<file path="src/rtl/failsafe_descent_controller_core_assert.svh">
// Assertion macros for the failsafe descent controller.
// No dependencies; included by the files that assert.
`ifndef FAILSAFE_DESCENT_CONTROLLER_CORE_ASSERT_SVH
`define FAILSAFE_DESCENT_CONTROLLER_CORE_ASSERT_SVH
`ifndef NO_ASSERTIONS
`define FDC_ASSERT_IMPLY(label, clk, rst_n, a, b) \
    label: assert property (@(posedge clk) disable iff (!rst_n) (a) |-> (b)) \
        else $error("assertion failed");
`define FDC_ASSERT_NEXT(label, clk, rst_n, a, b) \
    label: assert property (@(posedge clk) disable iff (!rst_n) (a) |=> (b)) \
        else $error("assertion failed");
`else
`define FDC_ASSERT_IMPLY(label, clk, rst_n, a, b)
`define FDC_ASSERT_NEXT(label, clk, rst_n, a, b)
`endif
`endif

</file>
<file path="src/rtl/fdc_pkg.sv">
// Types and constants of the failsafe descent controller.
// No dependencies.
package fdc_pkg;

    localparam logic [1:0] FUNC_TICK     = 2'd0;
    localparam logic [1:0] FUNC_PAUSE    = 2'd1;
    localparam logic [1:0] FUNC_CONTINUE = 2'd2;

    localparam logic [1:0] NAV_NONE     = 2'd0;
    localparam logic [1:0] NAV_ALT_HOLD = 2'd1;
    localparam logic [1:0] NAV_GPS      = 2'd2;
    localparam logic [1:0] NAV_DESCENT  = 2'd3;

    localparam logic [2:0] REG_TAKEOFF   = 3'd0;
    localparam logic [2:0] REG_STEP_PS   = 3'd1;
    localparam logic [2:0] REG_FALL      = 3'd2;
    localparam logic [2:0] REG_MIN_STEP  = 3'd3;
    localparam logic [2:0] REG_THR_OFF   = 3'd4;
    localparam logic [2:0] REG_MIN_FLY   = 3'd5;
    localparam logic [2:0] REG_PKT_TMO   = 3'd6;
    localparam logic [2:0] REG_ALT_PER   = 3'd7;

    localparam logic [13:0] RED_MAX = 14'd8192;
    localparam logic [13:0] CM_TO_UM = 14'd10000;
    localparam logic [31:0] STEP_TIME_RESET = 32'd983040;

    localparam logic [5:0] STEP_DIV_BITS = 6'd32;
    localparam logic [5:0] RAMP_DIV_BITS = 6'd14;

    typedef struct packed {
        logic        start;
        logic [5:0]  steps;
    } div_ctrl_t;

endpackage

</file>
<file path="src/rtl/fdc_divider.sv">
// Restoring divider, one quotient bit per cycle.
// Uses fdc_pkg for the control struct.
module fdc_divider (
    input  logic              clk,
    input  logic              rst_n,
    input  fdc_pkg::div_ctrl_t ctrl,
    input  logic [31:0]       upper,
    input  logic [31:0]       low,
    input  logic [31:0]       divisor,
    output logic              done,
    output logic [31:0]       quotient
);

    logic        busy_reg, busy_next;
    logic        done_reg, done_next;
    logic [5:0]  cnt_reg, cnt_next;
    logic [31:0] rem_reg, rem_next;
    logic [31:0] low_reg, low_next;
    logic [31:0] quo_reg, quo_next;
    logic [31:0] div_reg, div_next;
    logic [32:0] trial;
    logic        ge;

    // The upper part is always below the divisor, so the remainder fits 32 bits.
    assign trial = {rem_reg, low_reg[31]};
    assign ge    = trial >= {1'b0, div_reg};

    always_comb
    begin
        busy_next = busy_reg;
        done_next = 1'b0;
        cnt_next  = cnt_reg;
        rem_next  = rem_reg;
        low_next  = low_reg;
        quo_next  = quo_reg;
        div_next  = div_reg;
        if (ctrl.start)
        begin
            busy_next = 1'b1;
            cnt_next  = ctrl.steps;
            rem_next  = upper;
            low_next  = low;
            quo_next  = '0;
            div_next  = divisor;
        end
        else if (busy_reg)
        begin
            rem_next = ge ? 32'(trial - {1'b0, div_reg}) : trial[31:0];
            low_next = {low_reg[30:0], 1'b0};
            quo_next = {quo_reg[30:0], ge};
            cnt_next = cnt_reg - 6'd1;
            if (cnt_reg == 6'd1)
            begin
                busy_next = 1'b0;
                done_next = 1'b1;
            end
        end
    end

    always_ff @(posedge clk or negedge rst_n)
    begin
        if (!rst_n)
        begin
            busy_reg <= 1'b0;
            done_reg <= 1'b0;
            cnt_reg  <= '0;
        end
        else
        begin
            busy_reg <= busy_next;
            done_reg <= done_next;
            cnt_reg  <= cnt_next;
        end
    end

    always_ff @(posedge clk)
    begin
        rem_reg <= rem_next;
        low_reg <= low_next;
        quo_reg <= quo_next;
        div_reg <= div_next;
    end

    assign done     = done_reg;
    assign quotient = quo_reg;

endmodule

</file>
<file path="src/rtl/failsafe_descent_controller_core.sv">
// Top level of the multicopter failsafe descent controller.
// Depends on fdc_pkg, fdc_divider and the assertion macro header.
//
// Usage: one item on the s_ channel is one call: tuser carries func (tick,
// pause, continue) and tdata the sensor, receiver and altitude fields. Each
// accepted item gives exactly one result item on the m_ channel.
// The block takes one item at a time. A pause, continue or a tick that
// needs no throttle ramp passes from acceptance through the decision step
// to the result register. A tick that ramps the throttle runs a shared
// multiplier and a restoring divider: without a step time update it runs
// the ramp multiply and a 14-bit division, skipping the division when the
// reduction clamps; when the step time is recomputed from altitude it first
// runs three multiplier passes and a 32-bit division, then the ramp
// multiply and a 14-bit division.
// The result register holds a finished item while the receiver stalls;
// the block accepts the next item meanwhile and holds its own result until
// the register frees.
// Reset clears the controller state, loads the step time reset value and loads the register defaults.
// Configuration writes on cfg_we / cfg_index / cfg_data take effect at once.
`include "failsafe_descent_controller_core_assert.svh"
module failsafe_descent_controller_core (
    input  logic         clk,
    input  logic         rst_n,
    input  logic         cfg_we,
    input  logic [2:0]   cfg_index,
    input  logic [31:0]  cfg_data,
    input  logic         s_tvalid,
    output logic         s_tready,
    // s_tdata from bit 0: now_ms[31:0], device_errors[8:0], link_timeout,
    // throttle_now[11:0], altitude_cm[31:0], altitude_valid,
    // packet_age_ms[31:0], nav_mode_in[1:0], zero fill
    input  logic [127:0] s_tdata,
    // s_tuser from bit 0: func[1:0]
    input  logic [1:0]   s_tuser,
    output logic         m_tvalid,
    input  logic         m_tready,
    // m_tdata from bit 0: handled, override_valid, throttle_out[11:0],
    // nav_mode_out[1:0], clear_device_errors, clear_link_errors, zero fill
    output logic [23:0]  m_tdata
);

    typedef enum logic [10:0] {
        ST_IDLE   = 11'b00000000001,
        ST_DECIDE = 11'b00000000010,
        ST_SMUL1  = 11'b00000000100,
        ST_SMUL2  = 11'b00000001000,
        ST_SMUL3  = 11'b00000010000,
        ST_SCHK   = 11'b00000100000,
        ST_SDIV   = 11'b00001000000,
        ST_RMUL   = 11'b00010000000,
        ST_RCHK   = 11'b00100000000,
        ST_RDIV   = 11'b01000000000,
        ST_FIN    = 11'b10000000000
    } state_t;

    state_t state_reg, state_next;

    // Configuration registers.
    logic [11:0] takeoff_reg, min_fly_reg, thr_off_reg;
    logic [9:0]  step_ps_reg;
    logic [15:0] fall_reg, pkt_tmo_reg, alt_per_reg;
    logic [31:0] min_step_reg;

    // Controller state.
    logic        locked_reg, locked_next;
    logic [11:0] latched_reg, latched_next;
    logic        started_reg, started_next;
    logic [31:0] start_ms_reg, start_ms_next;
    logic        paused_reg, paused_next;
    logic [31:0] pause_ms_reg, pause_ms_next;
    logic [31:0] paused_tot_reg, paused_tot_next;
    logic [31:0] stamp_reg, stamp_next;
    logic [31:0] step_reg, step_next;

    // Captured input item.
    logic [1:0]  func_reg;
    logic [31:0] now_reg;
    logic [8:0]  err_reg;
    logic        link_reg;
    logic [11:0] thr_in_reg;
    logic [31:0] alt_reg;
    logic        altv_reg;
    logic [31:0] age_reg;
    logic [1:0]  nav_in_reg;

    // Result under construction and the working registers.
    logic        handled_reg, handled_next;
    logic        ovr_reg, ovr_next;
    logic [11:0] thr_out_reg, thr_out_next;
    logic [1:0]  nav_reg, nav_next;
    logic        clr_dev_reg, clr_dev_next;
    logic        clr_link_reg, clr_link_next;
    logic [31:0] t_reg, t_next;
    logic [54:0] num_reg, num_next;
    logic [57:0] prod_reg, prod_next;

    // Output register.
    logic        m_valid_reg, m_valid_next;
    logic [23:0] m_data_reg, m_data_next;

    // Shared multiplier operands.
    logic [41:0] mul_a;
    logic [15:0] mul_b;

    fdc_pkg::div_ctrl_t div_ctrl;
    logic [31:0] div_upper, div_low, div_divisor;
    logic        div_done;
    logic [31:0] div_quo;

    logic        in_fire, out_free;
    logic [11:0] dthr;
    logic [27:0] den;
    logic [43:0] ramp_hi;
    logic [31:0] st_eff;

    assign in_fire  = s_tvalid && s_tready;
    assign s_tready = (state_reg == ST_IDLE);
    assign out_free = !m_valid_reg || m_tready;
    assign dthr     = (latched_reg > takeoff_reg) ? 12'(latched_reg - takeoff_reg)
                                                  : latched_reg;
    assign den      = prod_reg[27:0];
    assign ramp_hi  = {prod_reg[41:0], 2'b00};
    assign st_eff   = (step_reg == 32'd0) ? 32'd1 : step_reg;

    // Elapsed time, negative values saturate to zero.
    function automatic logic [31:0] elapsed(input logic [31:0] a, input logic [31:0] b,
                                            input logic [31:0] c);
        logic [33:0] e;
        e = {2'b00, a} - {2'b00, b} - {2'b00, c};
        return e[33] ? 32'd0 : e[31:0];
    endfunction

    // Ramped throttle, cut to off below the minimum flying throttle.
    function automatic logic [11:0] ramp_thr(input logic [11:0] lat, input logic [13:0] red,
                                             input logic [11:0] min_fly,
                                             input logic [11:0] off);
        logic signed [14:0] thr;
        thr = $signed({3'b000, lat}) - $signed({1'b0, red});
        return (thr >= $signed({3'b000, min_fly})) ? thr[11:0] : off;
    endfunction

    always_comb
    begin
        mul_a = '0;
        mul_b = '0;
        unique case (state_reg)
            ST_SMUL1: begin mul_a = {11'b0, alt_reg[30:0]}; mul_b = {6'b0, step_ps_reg}; end
            ST_SMUL2: begin mul_a = {1'b0, prod_reg[40:0]}; mul_b = {2'b0, fdc_pkg::CM_TO_UM}; end
            ST_SMUL3: begin mul_a = {26'b0, fall_reg}; mul_b = {4'b0, dthr}; end
            ST_RMUL:  begin mul_a = {10'b0, t_reg}; mul_b = {6'b0, step_ps_reg}; end
            default:  begin mul_a = '0; mul_b = '0; end
        endcase
    end

    always_comb
    begin
        state_next      = state_reg;
        locked_next     = locked_reg;
        latched_next    = latched_reg;
        started_next    = started_reg;
        start_ms_next   = start_ms_reg;
        paused_next     = paused_reg;
        pause_ms_next   = pause_ms_reg;
        paused_tot_next = paused_tot_reg;
        stamp_next      = stamp_reg;
        step_next       = step_reg;
        handled_next    = handled_reg;
        ovr_next        = ovr_reg;
        thr_out_next    = thr_out_reg;
        nav_next        = nav_reg;
        clr_dev_next    = clr_dev_reg;
        clr_link_next   = clr_link_reg;
        t_next          = t_reg;
        num_next        = num_reg;
        prod_next       = {16'b0, mul_a} * {42'b0, mul_b};
        m_valid_next    = m_valid_reg && !m_tready;
        m_data_next     = m_data_reg;
        div_ctrl        = '{start: 1'b0, steps: fdc_pkg::STEP_DIV_BITS};
        div_upper       = '0;
        div_low         = '0;
        div_divisor     = '0;

        unique case (state_reg)
            ST_IDLE:
            begin
                if (in_fire)
                begin
                    state_next = ST_DECIDE;
                end
            end
            ST_DECIDE:
            begin
                logic dev_path, link_path, do_ramp;
                logic [1:0] nav;
                dev_path  = 1'b0;
                link_path = 1'b0;
                do_ramp   = 1'b0;
                nav       = nav_in_reg;
                handled_next  = 1'b0;
                ovr_next      = 1'b0;
                thr_out_next  = '0;
                clr_dev_next  = 1'b0;
                clr_link_next = 1'b0;
                case (func_reg)
                    fdc_pkg::FUNC_PAUSE:
                    begin
                        paused_next   = 1'b1;
                        pause_ms_next = now_reg;
                    end
                    fdc_pkg::FUNC_CONTINUE:
                    begin
                        if (paused_reg)
                        begin
                            paused_next     = 1'b0;
                            paused_tot_next = 32'(paused_tot_reg + (now_reg - pause_ms_reg));
                        end
                    end
                    fdc_pkg::FUNC_TICK:
                    begin
                        // Gyro and accelerometer come first; barometer, compass
                        // and GPS faults only drop the matching hold modes.
                        if (err_reg[0] || err_reg[1])
                        begin
                            dev_path = 1'b1;
                        end
                        else
                        begin
                            if (err_reg[2] && nav == fdc_pkg::NAV_ALT_HOLD)
                                nav = fdc_pkg::NAV_NONE;
                            if ((err_reg[3] || err_reg[4]) && nav == fdc_pkg::NAV_GPS)
                                nav = fdc_pkg::NAV_NONE;
                            if (err_reg[8])
                                dev_path = 1'b1;
                            else if (link_reg)
                                link_path = 1'b1;
                        end
                    end
                    default:
                    begin
                    end
                endcase
                if (dev_path)
                begin
                    handled_next = 1'b1;
                    if (thr_in_reg == thr_off_reg)
                    begin
                        started_next = 1'b0;
                        clr_dev_next = 1'b1;
                        nav          = fdc_pkg::NAV_NONE;
                        if (locked_reg)
                        begin
                            locked_next   = 1'b0;
                            clr_link_next = 1'b1;
                            latched_next  = '0;
                        end
                    end
                    else
                    begin
                        nav = fdc_pkg::NAV_DESCENT;
                        if (!paused_reg)
                        begin
                            do_ramp = 1'b1;
                            started_next = 1'b1;
                            if (!started_reg)
                                start_ms_next = now_reg;
                            t_next = elapsed(now_reg, started_reg ? start_ms_reg : now_reg,
                                             paused_tot_reg);
                        end
                    end
                end
                if (link_path)
                begin
                    handled_next = 1'b1;
                    if (thr_in_reg == thr_off_reg || age_reg <= {16'b0, pkt_tmo_reg})
                    begin
                        clr_link_next = 1'b1;
                        nav           = fdc_pkg::NAV_NONE;
                        if (locked_reg)
                        begin
                            locked_next  = 1'b0;
                            latched_next = '0;
                        end
                    end
                    else
                    begin
                        nav = fdc_pkg::NAV_DESCENT;
                        if (!paused_reg)
                        begin
                            do_ramp = 1'b1;
                            t_next  = elapsed(age_reg, {16'b0, pkt_tmo_reg}, paused_tot_reg);
                        end
                    end
                end
                nav_next = nav;
                if (do_ramp)
                begin
                    if (!locked_reg)
                    begin
                        locked_next  = 1'b1;
                        latched_next = thr_in_reg;
                    end
                    state_next = ST_RMUL;
                    if (32'(now_reg - stamp_reg) > {16'b0, alt_per_reg})
                    begin
                        stamp_next = now_reg;
                        if (altv_reg)
                        begin
                            // Zero or negative numerator: step time falls to its lower bound.
                            if (alt_reg[31] || alt_reg == 32'd0 || step_ps_reg == 10'd0)
                                step_next = min_step_reg;
                            else
                                state_next = ST_SMUL1;
                        end
                    end
                end
                else
                begin
                    state_next = ST_FIN;
                end
            end
            ST_SMUL1:
            begin
                state_next = ST_SMUL2;
            end
            ST_SMUL2:
            begin
                state_next = ST_SMUL3;
            end
            ST_SMUL3:
            begin
                num_next   = prod_reg[54:0];
                state_next = ST_SCHK;
            end
            ST_SCHK:
            begin
                // A quotient of 2^32 or more, or a zero divisor, saturates.
                if (den == 28'd0 || num_reg >= {11'b0, den, 16'b0})
                begin
                    step_next  = 32'hFFFF_FFFF;
                    state_next = ST_RMUL;
                end
                else
                begin
                    div_ctrl    = '{start: 1'b1, steps: fdc_pkg::STEP_DIV_BITS};
                    div_upper   = {9'b0, num_reg[54:32]} << 16 | {16'b0, num_reg[31:16]};
                    div_low     = {num_reg[15:0], 16'b0};
                    div_divisor = {4'b0, den};
                    state_next  = ST_SDIV;
                end
            end
            ST_SDIV:
            begin
                if (div_done)
                begin
                    step_next  = (div_quo < min_step_reg) ? min_step_reg : div_quo;
                    state_next = ST_RMUL;
                end
            end
            ST_RMUL:
            begin
                state_next = ST_RCHK;
            end
            ST_RCHK:
            begin
                ovr_next = 1'b1;
                // A quotient of 2^14 or more is clamped without dividing.
                if (ramp_hi >= {12'b0, st_eff})
                begin
                    thr_out_next = ramp_thr(latched_reg, fdc_pkg::RED_MAX, min_fly_reg,
                                            thr_off_reg);
                    state_next   = ST_FIN;
                end
                else
                begin
                    div_ctrl    = '{start: 1'b1, steps: fdc_pkg::RAMP_DIV_BITS};
                    div_upper   = ramp_hi[31:0];
                    div_low     = '0;
                    div_divisor = st_eff;
                    state_next  = ST_RDIV;
                end
            end
            ST_RDIV:
            begin
                if (div_done)
                begin
                    thr_out_next = ramp_thr(latched_reg,
                                            (div_quo[13:0] > fdc_pkg::RED_MAX)
                                                ? fdc_pkg::RED_MAX : div_quo[13:0],
                                            min_fly_reg, thr_off_reg);
                    state_next   = ST_FIN;
                end
            end
            ST_FIN:
            begin
                if (out_free)
                begin
                    m_valid_next = 1'b1;
                    m_data_next  = {6'b0, clr_link_reg, clr_dev_reg, nav_reg,
                                    ovr_reg ? thr_out_reg : 12'd0, ovr_reg, handled_reg};
                    state_next   = ST_IDLE;
                end
            end
            default:
            begin
                state_next = ST_IDLE;
            end
        endcase
    end

    fdc_divider u_div (
        .clk      (clk),
        .rst_n    (rst_n),
        .ctrl     (div_ctrl),
        .upper    (div_upper),
        .low      (div_low),
        .divisor  (div_divisor),
        .done     (div_done),
        .quotient (div_quo)
    );

    always_ff @(posedge clk or negedge rst_n)
    begin
        if (!rst_n)
        begin
            state_reg      <= ST_IDLE;
            takeoff_reg    <= 12'd1300;
            step_ps_reg    <= 10'd25;
            fall_reg       <= 16'd833;
            min_step_reg   <= 32'd65536;
            thr_off_reg    <= 12'd1000;
            min_fly_reg    <= 12'd1100;
            pkt_tmo_reg    <= 16'd500;
            alt_per_reg    <= 16'd20;
            locked_reg     <= 1'b0;
            latched_reg    <= '0;
            started_reg    <= 1'b0;
            start_ms_reg   <= '0;
            paused_reg     <= 1'b0;
            pause_ms_reg   <= '0;
            paused_tot_reg <= '0;
            stamp_reg      <= '0;
            step_reg       <= fdc_pkg::STEP_TIME_RESET;
            m_valid_reg    <= 1'b0;
        end
        else
        begin
            state_reg      <= state_next;
            locked_reg     <= locked_next;
            latched_reg    <= latched_next;
            started_reg    <= started_next;
            start_ms_reg   <= start_ms_next;
            paused_reg     <= paused_next;
            pause_ms_reg   <= pause_ms_next;
            paused_tot_reg <= paused_tot_next;
            stamp_reg      <= stamp_next;
            step_reg       <= step_next;
            m_valid_reg    <= m_valid_next;
            if (cfg_we)
            begin
                unique case (cfg_index)
                    fdc_pkg::REG_TAKEOFF:  takeoff_reg  <= cfg_data[11:0];
                    fdc_pkg::REG_STEP_PS:  step_ps_reg  <= cfg_data[9:0];
                    fdc_pkg::REG_FALL:     fall_reg     <= cfg_data[15:0];
                    fdc_pkg::REG_MIN_STEP: min_step_reg <= cfg_data;
                    fdc_pkg::REG_THR_OFF:  thr_off_reg  <= cfg_data[11:0];
                    fdc_pkg::REG_MIN_FLY:  min_fly_reg  <= cfg_data[11:0];
                    fdc_pkg::REG_PKT_TMO:  pkt_tmo_reg  <= cfg_data[15:0];
                    fdc_pkg::REG_ALT_PER:  alt_per_reg  <= cfg_data[15:0];
                    default:               ;
                endcase
            end
        end
    end

    always_ff @(posedge clk)
    begin
        if (in_fire)
        begin
            func_reg   <= s_tuser;
            now_reg    <= s_tdata[31:0];
            err_reg    <= s_tdata[40:32];
            link_reg   <= s_tdata[41];
            thr_in_reg <= s_tdata[53:42];
            alt_reg    <= s_tdata[85:54];
            altv_reg   <= s_tdata[86];
            age_reg    <= s_tdata[118:87];
            nav_in_reg <= s_tdata[120:119];
        end
        handled_reg  <= handled_next;
        ovr_reg      <= ovr_next;
        thr_out_reg  <= thr_out_next;
        nav_reg      <= nav_next;
        clr_dev_reg  <= clr_dev_next;
        clr_link_reg <= clr_link_next;
        t_reg        <= t_next;
        num_reg      <= num_next;
        prod_reg     <= prod_next;
        m_data_reg   <= m_data_next;
    end

    assign m_tvalid = m_valid_reg;
    assign m_tdata  = m_data_reg;

    // An unlocked override never keeps a latched throttle.
    `FDC_ASSERT_IMPLY(a_unlocked_clear, clk, rst_n, !locked_reg, latched_reg == 12'd0)
    // A throttle override is only reported on a handled tick.
    `FDC_ASSERT_IMPLY(a_ovr_handled, clk, rst_n, m_valid_reg && m_data_reg[1], m_data_reg[0])
    // The divider only reports completion while the sequencer waits for it.
    `FDC_ASSERT_IMPLY(a_div_wait, clk, rst_n, div_done,
                      state_reg == ST_SDIV || state_reg == ST_RDIV)
    // Every accepted item moves to the decision step.
    `FDC_ASSERT_NEXT(a_accept_decide, clk, rst_n, in_fire, state_reg == ST_DECIDE)

endmodule
</file>
<file path="config.mk">
export PLATFORM = sky130hd
export DESIGN_NAME = failsafe_descent_controller_core
export DESIGN_NICKNAME = d
export VERILOG_FILES = /design/src/rtl/fdc_pkg.sv /design/src/rtl/fdc_divider.sv /design/src/rtl/failsafe_descent_controller_core.sv
export VERILOG_INCLUDE_DIRS = /design/src /design/src/rtl
export SDC_FILE = /design/constraint.sdc
export NUM_CORES = 2
export LEC_CHECK = 0
export BUFFER_PORTS_ARGS = -buffer_cell sky130_fd_sc_hd__buf_2
export CORE_ASPECT_RATIO = 1.4
export CORE_UTILIZATION = 29
export DETAILED_ROUTE_END_ITERATION = 10
export SLEW_MARGIN = 15
export SYNTH_ARGS = -nofsm -noshare
export SYNTH_HDL_FRONTEND = slang
export SYNTH_HIERARCHICAL = 1
export SYNTH_SLANG_ARGS = --single-unit
export TNS_END_PERCENT = 20
</file>
<file path="constraint.sdc">
create_clock -name clk -period 10.38 [get_ports clk]
set_input_delay 2.076 -clock clk [delete_from_list [all_inputs] [get_ports clk]]
set_output_delay 2.076 -clock clk [all_outputs]
set_load 0.02 [all_outputs]
</file>
==> run metrics <==
commonest non-fill, non-tap cells in the layout inv_1 (937), nand2_1 (644), ha_1 (509); vias in the first global route ~50,000; Final HPWL DP between 150,000 and 200,000 um; Power Density about 260 mW/mm^2; DR WL/cell 19.6 um; Tmin final between 9 and 10 ns; initial antenna violation count 18; Max Clk Rate about 100 MHz; Clk pin slew, worst setup/hold paths about 0.07 ns; Starting Density roughly 29%; layout cell share with drive strength beyond 1 between 10% and 20%; Die Area about 0.22 mm^2; htree depth 3; fraction of the cycle the final worst path needs approximately 95%; final hold vios 0; Synth cell types 110; Max Cap Viol 0; crit end category flop; cell mode on critical path fa_1; hold-fix buffers at CTS 0; # fillers between 20,000 and 25,000; LEAKAGE approximately 31 nW; fin util between 30% and 40%; fin. max-slew vios 0; worst vdd ir 0.192 mV; CP Buf/Inv Count 6; gr usage total roughly 17%; status completed; DP Area 0.0673 mm^2; Die X 394 um; number of flops mapped to enable cells by yosys 339; startpoint types flop; largest net degree at the start of global routing ~150; Detailed Route Iter0 Violations just under 3,000; hold slack 0.399 ns; number of CTS-inserted buffers 80; CP max FO 32; relative slew slack around 25%; Yosys reg bits between 700 and 800; top cell family by delay on the critical path adder cells; Skew-Pair Late Insertion Delay ~0.74 ns; Cells after Synth 6,502; Main synth FF type edfxtp_1; fin area approximately 0.070 mm^2; RSZ-0062 raised after global routing no; Routed Antenna Nets 0; nets ~7,900; number of vias per cell 4.96; via count 48,000; ys async rst share a little over two fifths; min-delay worst type reg2reg; CP max stage cell fa_1; layout overhead on the synthesized area 12.4%; root buffer cell clkbuf_16; Ys Warns 6; Syn Area/Cell roughly 9.6 um^2; gr ovfl total 0; FF/Latch Area approximately 0.02 mm^2; CTS Sinks roughly 750; # placed instances between 9,000 and 10,000; clk buf depth 3; core box area between 0.2 and 0.25 mm^2; # port buffers 179; Final Setup Violations 0; die height 551 um; Crit path required time 11.01 ns; first-pass GRT wire length between 200,000 and 300,000 um; post-CTS setup buffers 0; drt pass-1 iters 6; Max Clock Skew roughly 0.060 ns; Multi-input gate area ~0.038 mm^2; aggregate routed wire length ~190,000 um; Resized cells post-CTS 0; commonest non-fill, non-tap cell in the layout inv_1; Synth Cell Area about 0.062 mm^2; TritonCTS clock tree done; Reg2Reg Setup Slack roughly 0.57 ns; type of the worst setup path reg2reg; Critical Path AT between 10 and 15 ns; sequential share of the synthesized area about a third; worst slew pin tran about 1.1 ns; Post-Route Setup TNS 0 ns; io pins between 150 and 200; Worst path max stage delay roughly 0.55 ns; drc violations 0; RD Place Congestion 0.944; Rows roughly 200; Non-Filler Instances just under 10,000
[path summary, 6_finish.rpt]
check,endpoint,cells past startpoint,startpoint
hold / removal,num_reg[51],0,prod_reg[51]
setup / recovery,prod_reg[52],38,latched_reg[0]
hold reg to reg,num_reg[51],0,prod_reg[51]
setup reg to reg,prod_reg[52],38,latched_reg[0]
min in group asynchronous,thr_off_reg[11],1,rst_n
max in group asynchronous,paused_tot_reg[25],2,rst_n
[power breakdown]
group / switching (mW) / internal (mW) / total [mW]
combinational: 6.14 / 4.29 / 10.4
sequential: 0.580 / 3.82 / 4.40
clock: 1.36 / 1.76 / 3.13
total: 8.08 / 9.87 / 18.0
[cells by family after synthesis]
group                      Yosys count  synth area share [%]
muxes                              271                  4.67
DFF                                747                  32.0
AOI/OAI and AO/OA                 1349                  14.3
buffers and inverters             1172                  7.29
and+or+nand+nor                   1733                  13.1
xor gates and xnor gates           255                  3.58
adders and majority gates          973                  25.1
other                                2                0.0120
[worst reg2reg max path: cells and delay by family, from the launching register on]
family | cells | cell delay (ns)
AOI/OAI and AO/OA | 16 | 3.18
adders and majority gates | 9 | 3.97
buffers and inverters | 6 | 0.55
DFF | 1 | 0.35
muxes | 2 | 0.60
and+or+nand+nor | 5 | 1.06
[synth_stat cells (83+ instances only)]
| cell type | count | share of area, % |
|---|---|---|
| inv_1 | 939 | 5.6 |
| nand2_1 | 645 | 3.9 |
| ha_1 | 509 | 10 |
| fa_1 | 464 | 15 |
| nor2_1 | 400 | 2.4 |
| edfxtp_1 | 339 | 16 |
| a21oi_1 | 321 | 2.6 |
| dfrtp_1 | 286 | 11 |
| o21ai_0 | 208 | 1.7 |
| mux2_2 | 156 | 2.8 |
| xnor2_1 | 152 | 2.1 |
| a21o_1 | 141 | 1.7 |
| clkbuf_1 | 137 | 0.82 |
| nand3_1 | 123 | 0.99 |
| and2_1 | 114 | 1.1 |
| mux2i_1 | 110 | 1.8 |
| xor2_1 | 103 | 1.4 |
| o21ai_1 | 90 | 0.72 |
| dfxtp_1 | 87 | 2.8 |
| a22o_1 | 83 | 1.2 |
[stage by stage]
stage / total power [mW] / setup slack, ns
global placement: 14.5 / 0.604
global route: 19.3 / 0.0187
detailed placement: 14.7 / 0.518
floorplan: 11.9 / 1.38
CTS: 17.9 / 0.433
finish: 18.0 / 0.571
[final cells by class]
| class | instances | area share, % |
|---|---|---|
| multi-input combinational | 4693 | 54.8 |
| sequential | 747 | 28.5 |
| tap | 2842 | 5.07 |
| inverter | 942 | 5.04 |
| clock buffer | 96 | 3.01 |
| timing repair buffer | 278 | 2.50 |
| clock inverter | 54 | 1.03 |
| antenna | 10 | 0.0357 |
[per-layer routing]
metal	vias up	global-route usage [%]	part of all wire [%]
li1	22600	-	-
met1	23700	18.8	38
met2	1241	32.9	53
met3	386	1.79	4.0
met4	2	8.52	5.3
met5	-	0	0.0069
Power figures use the tool's default switching activity.
